### config.mk
export PLATFORM = sky130hd
export DESIGN_NAME = deque_with_pop_max
export DESIGN_NICKNAME = d
export VERILOG_FILES = /design/src/dqpm_pkg.sv /design/src/dqpm_ram.sv /design/src/deque_with_pop_max.sv
export SDC_FILE = /design/constraint.sdc
export NUM_CORES = 1
export LEC_CHECK = 0
export BUFFER_PORTS_ARGS = -buffer_cell sky130_fd_sc_hd__buf_2
export CORE_UTILIZATION = 35
export DETAILED_ROUTE_END_ITERATION = 8
export MAX_ROUTING_LAYER = met4
export PLACE_DENSITY_LB_ADDON = 0.15
export SLEW_MARGIN = 20
export SYNTH_ARGS = -nofsm -noshare
export SYNTH_HDL_FRONTEND = slang
export SYNTH_HIERARCHICAL = 1
export SYNTH_SLANG_ARGS = --single-unit
### constraint.sdc
create_clock -name clk -period 5 [get_ports clk]
set_input_delay 0.5 -clock clk [delete_from_list [all_inputs] [get_ports clk]]
set_output_delay 0.5 -clock clk [all_outputs]
set_load 0.05 [all_outputs]
### src/dqpm_pkg.sv
package dqpm_pkg;

  // Defaults for the top-level parameters.
  localparam int DEPTH_DEFAULT      = 16;
  localparam int DATA_WIDTH_DEFAULT = 32;

  // Field widths on the stream ports.
  localparam int REQ_W    = 3;
  localparam int VALUE_W  = 32;
  localparam int STATUS_W = 2;
  localparam int COUNT_W  = 5;

  localparam int IN_FIELDS_W   = REQ_W + VALUE_W;
  localparam int IN_TDATA_W    = ((IN_FIELDS_W + 7) / 8) * 8;
  localparam int OUT_FIELDS_W  = VALUE_W + STATUS_W + COUNT_W;
  localparam int OUT_TDATA_W   = ((OUT_FIELDS_W + 7) / 8) * 8;

  // Request codes.
  localparam logic [REQ_W-1:0] REQ_PUSH_FRONT = 3'd0;
  localparam logic [REQ_W-1:0] REQ_PUSH_BACK  = 3'd1;
  localparam logic [REQ_W-1:0] REQ_POP_FRONT  = 3'd2;
  localparam logic [REQ_W-1:0] REQ_POP_BACK   = 3'd3;
  localparam logic [REQ_W-1:0] REQ_POP_MAX    = 3'd4;
  localparam logic [REQ_W-1:0] REQ_PEEK_FRONT = 3'd5;
  localparam logic [REQ_W-1:0] REQ_PEEK_BACK  = 3'd6;

  // Status codes.
  localparam logic [STATUS_W-1:0] STATUS_OK    = 2'd0;
  localparam logic [STATUS_W-1:0] STATUS_EMPTY = 2'd1;
  localparam logic [STATUS_W-1:0] STATUS_FULL  = 2'd2;

endpackage

### src/dqpm_ram.sv
module dqpm_ram #(
  parameter int WIDTH = 32,
  parameter int DEPTH = 16
) (
  input  logic                     clk,
  input  logic                     wr_en,
  input  logic [$clog2(DEPTH)-1:0] wr_addr,
  input  logic [WIDTH-1:0]         wr_data,
  input  logic                     rd_en,
  input  logic [$clog2(DEPTH)-1:0] rd_addr,
  output logic [WIDTH-1:0]         rd_data
);

  logic [WIDTH-1:0] mem [DEPTH];

  always_ff @(posedge clk) begin
    if (wr_en) begin
      mem[wr_addr] <= wr_data;
    end
    if (rd_en) begin
      rd_data <= mem[rd_addr];
    end
  end

endmodule

### src/deque_with_pop_max.sv
// Bounded double-ended queue of signed words with a remove-largest request.
// Requests enter on the s_axis channel, one item per request; every request
// gives exactly one result item on the m_axis channel carrying the value
// popped or peeked (zero otherwise), a status (ok, empty, full) and the
// entry count after the request.
// The entries live in one RAM with a registered read port, organized as a
// circular buffer around a head pointer. One request is worked on at a time.
// A push, a refused or empty request and an unused code go straight to
// the output stage; a pop or peek front/back first makes one RAM read; a
// pop max makes one RAM read per entry for the scan, then one read/write
// per entry behind the removed maximum from the front to close the gap.
// The result waits in an output register. While the receiver stalls, one
// more request is taken and worked on, and its result then waits until the
// register is free; no further request is taken until then. Reset empties
// the queue and clears the output valid; RAM contents are not cleared.
module deque_with_pop_max
  import dqpm_pkg::*;
#(
  parameter int DEPTH      = DEPTH_DEFAULT,
  parameter int DATA_WIDTH = DATA_WIDTH_DEFAULT
) (
  input  logic                   clk,
  input  logic                   rst,
  input  logic                   s_axis_tvalid,
  output logic                   s_axis_tready,
  // req_type [2:0], push_value [34:3], zero [39:35]
  input  logic [IN_TDATA_W-1:0]  s_axis_tdata,
  output logic                   m_axis_tvalid,
  input  logic                   m_axis_tready,
  // out_value [31:0], status [33:32], entry_count [38:34], zero [39]
  output logic [OUT_TDATA_W-1:0] m_axis_tdata
);

  localparam int AW = $clog2(DEPTH);
  localparam int CW = $clog2(DEPTH + 1);

  typedef enum logic [2:0] {
    S_IDLE,
    S_READ,
    S_SCAN,
    S_SHIFT,
    S_OUT
  } state_t;

  state_t              state;
  logic [AW-1:0]       head;
  logic [CW-1:0]       occ;
  logic [STATUS_W-1:0] status;
  logic [DATA_WIDTH-1:0] val;
  logic [CW-1:0]       ptr;
  logic [CW-1:0]       cnt;
  logic [CW-1:0]       best;
  logic [DATA_WIDTH-1:0] best_val;
  logic [CW-1:0]       wr_idx;

  logic                  in_accept;
  logic [REQ_W-1:0]      in_req;
  logic [DATA_WIDTH-1:0] in_value;

  logic                  ram_wr_en;
  logic                  ram_rd_en;
  logic [CW-1:0]         wr_logical;
  logic [CW-1:0]         rd_logical;
  logic [AW-1:0]         wr_addr;
  logic [AW-1:0]         rd_addr;
  logic [DATA_WIDTH-1:0] wr_data;
  logic [DATA_WIDTH-1:0] rd_data;

  logic                  better;
  logic [CW-1:0]         best_fin;
  logic [DATA_WIDTH-1:0] best_val_fin;
  logic                  scan_last;
  logic                  shift_last;
  logic [AW-1:0]         head_inc;
  logic [AW-1:0]         head_dec;
  logic [CW-1:0]         occ_m1;
  logic                  out_free;

  // Physical RAM address of a position counted from the front.
  function automatic logic [AW-1:0] slot(input logic [AW-1:0] base,
                                         input logic [CW-1:0] lg);
    logic [AW:0] s;
    s = (AW+1)'(base) + (AW+1)'(lg);
    if (s >= (AW+1)'(DEPTH)) begin
      s = s - (AW+1)'(DEPTH);
    end
    return s[AW-1:0];
  endfunction

  assign s_axis_tready = (state == S_IDLE);
  assign in_accept     = s_axis_tvalid && s_axis_tready;
  assign in_req        = s_axis_tdata[REQ_W-1:0];
  assign in_value      = DATA_WIDTH'(64'($signed(s_axis_tdata[REQ_W +: VALUE_W])));

  assign occ_m1   = occ - CW'(1);
  assign head_inc = slot(head, CW'(1));
  assign head_dec = slot(head, CW'(DEPTH - 1));
  assign out_free = !m_axis_tvalid || m_axis_tready;

  // Scan step: the first maximum from the front wins, so only a strictly
  // larger value replaces the current best.
  assign better       = (cnt == '0) || ($signed(rd_data) > $signed(best_val));
  assign best_fin     = better ? cnt : best;
  assign best_val_fin = better ? rd_data : best_val;
  assign scan_last    = (cnt == occ_m1);
  assign shift_last   = ((CW+1)'(wr_idx) + (CW+1)'(2)) >= (CW+1)'(occ);

  always_comb begin
    ram_wr_en  = 1'b0;
    ram_rd_en  = 1'b0;
    wr_logical = occ;
    rd_logical = '0;
    wr_data    = in_value;
    case (state)
      S_IDLE: begin
        if (in_accept) begin
          case (in_req)
            REQ_PUSH_FRONT: begin
              ram_wr_en  = (occ != CW'(DEPTH));
              wr_logical = CW'(DEPTH - 1);
            end
            REQ_PUSH_BACK: begin
              ram_wr_en  = (occ != CW'(DEPTH));
              wr_logical = occ;
            end
            REQ_POP_FRONT, REQ_PEEK_FRONT, REQ_POP_MAX: begin
              ram_rd_en  = (occ != '0);
              rd_logical = '0;
            end
            REQ_POP_BACK, REQ_PEEK_BACK: begin
              ram_rd_en  = (occ != '0);
              rd_logical = occ_m1;
            end
            default: begin
            end
          endcase
        end
      end
      S_SCAN: begin
        if (!scan_last) begin
          ram_rd_en  = (ptr < occ);
          rd_logical = ptr;
        end else if (best_fin != occ_m1) begin
          ram_rd_en  = 1'b1;
          rd_logical = best_fin + CW'(1);
        end
      end
      S_SHIFT: begin
        ram_wr_en  = 1'b1;
        wr_logical = wr_idx;
        wr_data    = rd_data;
        ram_rd_en  = !shift_last;
        rd_logical = wr_idx + CW'(2);
      end
      default: begin
      end
    endcase
  end

  assign wr_addr = slot(head, wr_logical);
  assign rd_addr = slot(head, rd_logical);

  dqpm_ram #(
    .WIDTH (DATA_WIDTH),
    .DEPTH (DEPTH)
  ) u_ram (
    .clk     (clk),
    .wr_en   (ram_wr_en),
    .wr_addr (wr_addr),
    .wr_data (wr_data),
    .rd_en   (ram_rd_en),
    .rd_addr (rd_addr),
    .rd_data (rd_data)
  );

  always_ff @(posedge clk) begin
    if (rst) begin
      state         <= S_IDLE;
      head          <= '0;
      occ           <= '0;
      m_axis_tvalid <= 1'b0;
    end else begin
      if (m_axis_tvalid && m_axis_tready) begin
        m_axis_tvalid <= 1'b0;
      end
      case (state)
        S_IDLE: begin
          if (in_accept) begin
            status <= STATUS_OK;
            val    <= '0;
            state  <= S_OUT;
            case (in_req)
              REQ_PUSH_FRONT, REQ_PUSH_BACK: begin
                if (occ == CW'(DEPTH)) begin
                  status <= STATUS_FULL;
                end else begin
                  occ <= occ + CW'(1);
                  if (in_req == REQ_PUSH_FRONT) begin
                    head <= head_dec;
                  end
                end
              end
              REQ_POP_FRONT, REQ_PEEK_FRONT, REQ_POP_BACK, REQ_PEEK_BACK: begin
                if (occ == '0) begin
                  status <= STATUS_EMPTY;
                end else begin
                  state <= S_READ;
                  // The read address is already formed, so the pointers
                  // can move now.
                  if (in_req == REQ_POP_FRONT) begin
                    head <= head_inc;
                    occ  <= occ_m1;
                  end else if (in_req == REQ_POP_BACK) begin
                    occ <= occ_m1;
                  end
                end
              end
              REQ_POP_MAX: begin
                if (occ == '0) begin
                  status <= STATUS_EMPTY;
                end else begin
                  state <= S_SCAN;
                  ptr   <= CW'(1);
                  cnt   <= '0;
                end
              end
              default: begin
              end
            endcase
          end
        end
        S_READ: begin
          val   <= rd_data;
          state <= S_OUT;
        end
        S_SCAN: begin
          best     <= best_fin;
          best_val <= best_val_fin;
          cnt      <= cnt + CW'(1);
          ptr      <= ptr + CW'(1);
          if (scan_last) begin
            val <= best_val_fin;
            if (best_fin == occ_m1) begin
              occ   <= occ_m1;
              state <= S_OUT;
            end else begin
              wr_idx <= best_fin;
              state  <= S_SHIFT;
            end
          end
        end
        S_SHIFT: begin
          wr_idx <= wr_idx + CW'(1);
          if (shift_last) begin
            occ   <= occ_m1;
            state <= S_OUT;
          end
        end
        S_OUT: begin
          if (out_free) begin
            m_axis_tvalid <= 1'b1;
            m_axis_tdata  <= OUT_TDATA_W'({COUNT_W'(occ), status,
                                           VALUE_W'(64'($signed(val)))});
            state         <= S_IDLE;
          end
        end
        default: begin
          state <= S_IDLE;
        end
      endcase
    end
  end

endmodule

; ---- After elaboration in Yosys (flattened, before gate mapping)
; Memories as Yosys holds them, arrays and structs flattened. A register that Yosys moved wholly into a read port is not among the register bits.
; Cells that the tools add are included.
[word_totals]
output_inout_bits = 42
ram_bits = 512
register_bits = 138
memories = 1
input_bits = 44
word_cells = 166
[mem_list]
columns = name, depth, width, read_ports, rd_clocked_by_memory_dff, wr, line
row1 = u_ram.mem, 16, 32, 1, 1, 1, dqpm_ram.sv:14  ; logic [WIDTH-1:0] mem [DEPTH];
[classes]
muxes = 69
bitwise_logic = 1
add_sub_neg = 16
reduce_logical = 29
eq_ne = 31
order_cmp = 7
[op_table]
columns = op, count
row1 = 2-to-1 mux 32 bit, 4
row2 = 2-to-1 mux 5 bit, 23
row3 = one-hot mux 32 bit (3 select lines), 1
row4 = one-hot mux 5 bit (2 select lines), 5
row5 = > comparator 32 bit, 1
row6 = 2-to-1 mux 4 bit, 8
row7 = one-hot mux 5 bit (3 select lines), 2
row8 = adder 5 x 1 -> 5 bit (second input constant), 5
row9 = 2-to-1 mux 3 bit, 7
row10 = >= comparator 5 bit (second input constant), 4
row11 = inequality test 2 bit (second input constant), 9
row12 = subtractor 4 x 1 -> 4 bit (second input constant), 4
row13 = one-hot mux 3 bit (5 select lines), 1
row14 = equality test 3 x 2 -> 1 bit (second input constant), 4
row15 = equality test 3 bit (second input constant), 4
row16 = 2-to-1 mux 1 bit, 12
row17 = AND reduction 4 bit, 3
row18 = adder 4 x 5 -> 5 bit, 2
row19 = equality test 5 bit, 2
row20 = logical NOT 5 bit, 2
row21 = AND reduction 9 bit, 1
row22 = one-hot mux 4 bit (2 select lines), 1
row23 = AND reduction 7 bit, 1
row24 = adder 5 x 2 -> 6 bit (second input constant), 1
row25 = other kinds (33), 46

; ---- Longest topological paths before layout
[logic_depth]
word_depth = 10
mapped_depth = 23

; ---- Cells and area by module
; The synthesis kept the hierarchy.
[by_module_without_submodules]
columns = module, cells_per_inst, n_inst, seq_area_each_um2, area_each_um2
row1 = dqpm_ram, 838, 1, 16335.7, 20155.6
row2 = deque_with_pop_max, 769, 1, 4013.8, 7985.2

; ---- Worst setup path before layout
; OpenSTA, ideal clock, no wires.
[synth_path]
path_kind = reg2reg
from = register state[0]
to = memory u_ram.mem[0][0], enable pin
setup_slack_ns = -1.596
t_arrival_ns = 6.135
path_stages_with_launch = 16
required_time_ns = 4.539
cell_sequence = dfxtp_1 clkbuf_1 nor3_1 nand2_1 nor2_1 nand2_1 nand2_1 nor2_1 a21oi_1 ha_1 a21o_1 a21oi_1 xnor2_1 xnor2_1 or3b_2 nor3_1
[synth_between]
elab_chain_cells = 7
word_cells_on_any_way = 13
classes_between = 2 x add/sub / 1 x order compare / 1 x eq/ne / 7 x mux / 2 x reduce/logical
[synth_rtl]
columns = item, line
row1 = "start, declared", deque_with_pop_max.sv:45  ; state_t state;
row2 = "start signal, assigned", deque_with_pop_max.sv:178  ; state <= S_IDLE;
row3 = "start signal, assigned", deque_with_pop_max.sv:191  ; state <= S_OUT;
row4 = "start signal, assigned", deque_with_pop_max.sv:207  ; state <= S_READ;
row5 = logical NOT 3 bit (*), deque_with_pop_max.sv:90  ; assign s_axis_tready = (state == S_IDLE);
row6 = named net s_axis_tready, deque_with_pop_max.sv:25  ; output logic s_axis_tready,
row7 = logical AND 1 bit, deque_with_pop_max.sv:91  ; assign in_accept = s_axis_tvalid && s_axis_tready;
row8 = 2-to-1 mux 5 bit, deque_with_pop_max.sv:116  ; if (in_accept) begin
row9 = one-hot mux 5 bit (2 select lines) (*), deque_with_pop_max.sv:114  ; case (state)
row10 = adder 4 x 5 -> 5 bit (*), deque_with_pop_max.sv:83  ; s = (AW+1)'(base) + (AW+1)'(lg);
row11 = subtractor 4 x 1 -> 4 bit / >= comparator 5 bit (equally long branches), "deque_with_pop_max.sv:85, deque_with_pop_max.sv:84"
row12 = 2-to-1 mux 4 bit (*), deque_with_pop_max.sv:84  ; if (s >= (AW+1)'(DEPTH)) begin
row13 = named net wr_addr[3], deque_with_pop_max.sv:64  ; logic [AW-1:0] wr_addr;
row14 = "end, declared", dqpm_ram.sv:14
; Mark *: on every way through the listed nets, which the timed path passes. The rest lies on a longest branch.

; ---- Final worst setup path
[layout_path]
from = register u_ram.rd_data[12] (read register of u_ram.mem)
to = register u_ram.rd_data[17] (read register of u_ram.mem), data pin
[layout_between]
elab_chain_cells = 10
word_cells_on_any_way = 15
classes_between = 3 x add/sub / 2 x order compare / 1 x eq/ne / 8 x mux / 1 x reduce/logical
[layout_rtl]
columns = item, line
row1 = "start, declared", dqpm_ram.sv:11  ; output logic [WIDTH-1:0] rd_data
row2 = > comparator 32 bit (*), deque_with_pop_max.sv:102  ; assign better = (cnt == '0) || ($signed(rd_data) > $signed(best_val));
row3 = logical OR 1 bit (*), deque_with_pop_max.sv:102
row4 = 2-to-1 mux 5 bit (*), deque_with_pop_max.sv:103  ; assign best_fin = better ? cnt : best;
row5 = adder 5 x 1 -> 5 bit / inequality test 5 bit (equally long branches), "deque_with_pop_max.sv:145, deque_with_pop_max.sv:143"
row6 = 2-to-1 mux 5 bit (*), deque_with_pop_max.sv:143  ; end else if (best_fin != occ_m1) begin
row7 = 2-to-1 mux 5 bit (*), deque_with_pop_max.sv:140  ; if (!scan_last) begin
row8 = one-hot mux 5 bit (3 select lines) (*), deque_with_pop_max.sv:114
row9 = adder 4 x 5 -> 5 bit (*), deque_with_pop_max.sv:83
row10 = subtractor 4 x 1 -> 4 bit / >= comparator 5 bit (equally long branches), "deque_with_pop_max.sv:85, deque_with_pop_max.sv:84"
row11 = 2-to-1 mux 4 bit (*), deque_with_pop_max.sv:84
row12 = named net rd_addr[1], deque_with_pop_max.sv:65  ; logic [AW-1:0] rd_addr;
; Marked as above.
; A chain may end at the register's enable or synchronous reset.

==> impl_metrics.tcl <==
set metrics [dict create \
    antenna_cells 0 \
    hp-class "in2reg" \
    grt.overflow.total 0 \
    pwr-share-clk 0.353 \
    met1_usage 0.259 \
    final_antenna_net_count 0 \
    stdcell_area_um2 34900 \
    rsz0062_at_grt "true" \
    cts_tree "built" \
    yosysUniqueCellTypes 78 \
    synthMuxAreaShare 0.107 \
    r2r-start "u_ram/rd_data[12]" \
    slew_headroom 0.254 \
    design.core.area_um2 79300 \
    comb_power_share 0.191 \
    grtUsageMet2 0.319 \
    synthesis.nets 1712 \
    fillers 6924 \
    min_from "m_axis_tready" \
    yosysTopAreaCell "edfxtp_1" \
    hold_depth 3 \
    worst-path-max-fanout 8 \
    finalCriticalPeriod_ps 5560 \
    cap_viol_max_count 0 \
    clockBufferDepth 3 \
    synthAdderAreaFrac 0.0279 \
    fin_ws_ps -562 \
    h-tree-depth 3 \
    finalSetupTns_ps -15070 \
    syn-cell-area_um2 28100 \
    clk_latency_ps 620 \
    violations "setup timing" \
    nets 1995 \
    grt_max_degree 64 \
    antenna_found_initial 1 \
    synth_flop_cell "edfxtp_1" \
    portBuffers 79 \
    r2r_end "u_ram/rd_data[17]" \
    root_buffer "clkbuf_16" \
    dr.first_iter.drc_count 1426 \
    grt.total_usage 0.196 \
    hold_viol_final 0 \
    switching_power_mw 3.78 \
    tightest_slew_ps 1120 \
    power_per_cell_area_nw_per_um2 413 \
    critPathSlowestCell "fa_4" \
    synth_edf_count 669 \
    synthSimpleGateAreaFrac 0.0551 \
    p_leak_nw 11.8 \
    viasPerCell 5.24 \
    final_common_cell "edfxtp_1" \
    clk_pin_slew_ps 60 \
    multiInputGateArea_um2 7970 \
    rr_worst_depth 20 \
    die_w_um 286 \
    hpwl_um 45400 \
    synth_cells 1607 \
    drc 0 \
    power.internal_mw 10.6 \
    grtUsageMet3 0.0257 \
    hold_path_end "m_axis_tvalid" \
    cts_made_buffers 73 \
    cts.sinks 682 \
    cpPeakStageDelay_ps 810 \
    outcome "finished, violations left" \
    ys_seq_elements 682 \
    critPathLaunchType "flop" \
    worstSetupPathType "reg2reg" \
    drive_above_1_share 0.339 \
    setup_viol 32 \
    async_flop_share 0 \
    die_area_um2 81500 \
    synth_top_area_frac 0.714 \
    endpoint_kind "flop" \
    synth-compound-area-share 0.0543 \
    start_util 0.355 \
    io_pins 86 \
    cts_hold_buf 0 \
    netSwitchingFraction 0.262 \
    rows 103 \
    reg2reg_slack_ps -560 \
    ir_worst_vdd_mv 0.194 \
    place_ws_ps -781 \
    drtPass1Iterations 5 \
    crit_top_cell "buf_12" \
    final_cell_mix "edfxtp_1 (669), nand2_1 (181), buf_4 (132)" \
    maxSlewViolCount 0 \
    syn_area_per_cell_um2 17.5 \
    cp.arrival_ps 5890 \
    gp_congestion 0.833 \
    seqPwrFrac 0.457 \
    worst_ep_required_time_ps 5330 \
    grt_pass1_vias 16203 \
    die_h_um 286 \
    synth_warnings 6 \
    synth_top_family_by_area "multiplexers" \
    via_count 15686 \
    synth_area_leaders "edfxtp_1 (71%), mux4_2 (10%), ha_1 (2.6%)" \
    grt_pass1_wl_um 112000 \
    fmax_ghz 0.180 \
    seqCellArea_um2 20300 \
    fin_crit_sh 1.11 \
    syn2layout_area_growth_pct 24.2 \
    wire_per_inst_um 25.7 \
    synthXorXnorAreaFrac 0.0118 \
    synth-seq-area-share 0.723 \
    drt_wl_total_um 76800 \
    finClkSkew_ps 21.4 \
    crit_chain "ha_1, nand4_1, or2_4, nor3_4, a2bb2oi_4, a22oi_4, buf_12, mux2i_1, or4b_4, nor4_4, or3_4, o21ai_4, buf_6, fa_4, buf_12, buf_12, buf_12, mux4_2, a22oi_2, nand2_2" \
    dpl_cell_area_um2 31500 \
    grt.busiest_layer "met2" \
]
-- state kept, by name, summed over array words and instances (netlist names), 4 cells and up --
signal,flops
best,5
best_val,32
cnt,5
head,4
m_axis_tdata,39
occ,5
ptr,5
u_ram/mem,512
u_ram/rd_data,32
val,32
wr_idx,5
-- worst max path at each step --
stage | startpoint | end | depth (start not counted)
global route | u_ram/rd_data[15] | u_ram/rd_data[17] | 20
finish | u_ram/rd_data[12] | u_ram/rd_data[17] | 20
detailed placement | u_ram/rd_data[13] | u_ram/rd_data[17] | 19
floorplan | u_ram/rd_data[25] | u_ram/rd_data[13] | 19
global placement | u_ram/rd_data[13] | u_ram/rd_data[17] | 19
CTS | u_ram/rd_data[11] | u_ram/rd_data[17] | 20
-- logic make-up after synthesis --
logic type,count (synthesis)
DFF,682
and+or+nand+nor,334
AOI/OAI and AO/OA,219
muxes,141
buffers and inverters,132
adders and majority gates,61
xor gates and xnor gates,37
other,1
-- worst max-delay path, delay by kind of cell (launching register included) --
| kind | cells | cell delay, ps |
|---|---|---|
| AOI/OAI and AO/OA | 4 | 650 |
| adders and majority gates | 2 | 1140 |
| and+or+nand+nor | 7 | 1790 |
| DFF | 1 | 500 |
| muxes | 2 | 480 |
| buffers and inverters | 5 | 680 |
-- what timing repair did --
action / 4_1_cts / 5_1_grt
endpoints found under the hold margin: 0 / 0
endpoints found under the setup margin: 32 / 32
pin swaps: 50 / 44
setup buffers: 28 / 10
resized for setup: 80 / 48
gates cloned: 11 / 2
-- Yosys cell counts, drive strengths merged (15+ instances only) --
cell type / count
a22o: 33
xnor2: 17
mux4: 128
nor2: 52
nand2: 188
o21ai: 51
ha: 58
a22oi: 66
a21oi: 33
nand3: 15
clkbuf: 46
nor3: 17
inv: 52
edfxtp: 669
buf: 34
xor2: 20
-- metrics by stage --
step / util / std cells / hold WS, ps / total power [mW]
6_report: 0.441 / 2993 / 215 / 14.4
3_5_place_dp: 0.398 / 2823 / 405 / 9.03
4_1_cts: 0.438 / 2990 / 180 / 14.5
3_3_place_gp: 0.398 / 2823 / 400 / 9.00
5_1_grt: 0.441 / 2993 / 204 / 15.0
2_1_floorplan: - / 1607 / 400 / 8.08
-- per-layer routing --
layer  part of all wire  wire length, µm  vias up
li1                   -                -     6951
met5                  0                0        -
met2               0.50            38000      407
met3              0.046             3520       82
met1               0.44            33800     8246
met4              0.020             1510        0
-- layout make-up --
type                    count  share of cell area
multi-input cells         794               0.228
clock inverters            41             0.00974
well taps                1050              0.0376
repair buffers            287              0.0822
inverters                  52             0.00559
clock buffers              87              0.0544
flip-flops and latches    682               0.582
-- power by group through the flow --
stage | sequential (mW) | combinational (mW) | clock [mW]
finish | 6.59 | 2.75 | 5.09
global route | 6.60 | 2.94 | 5.43
CTS | 6.59 | 2.70 | 5.22
detailed placement | 6.71 | 2.32 | 0
global placement | 6.70 | 2.30 | 0
floorplan | 6.77 | 1.32 | 0
No activity file was read; power rests on OpenSTA's default activity.
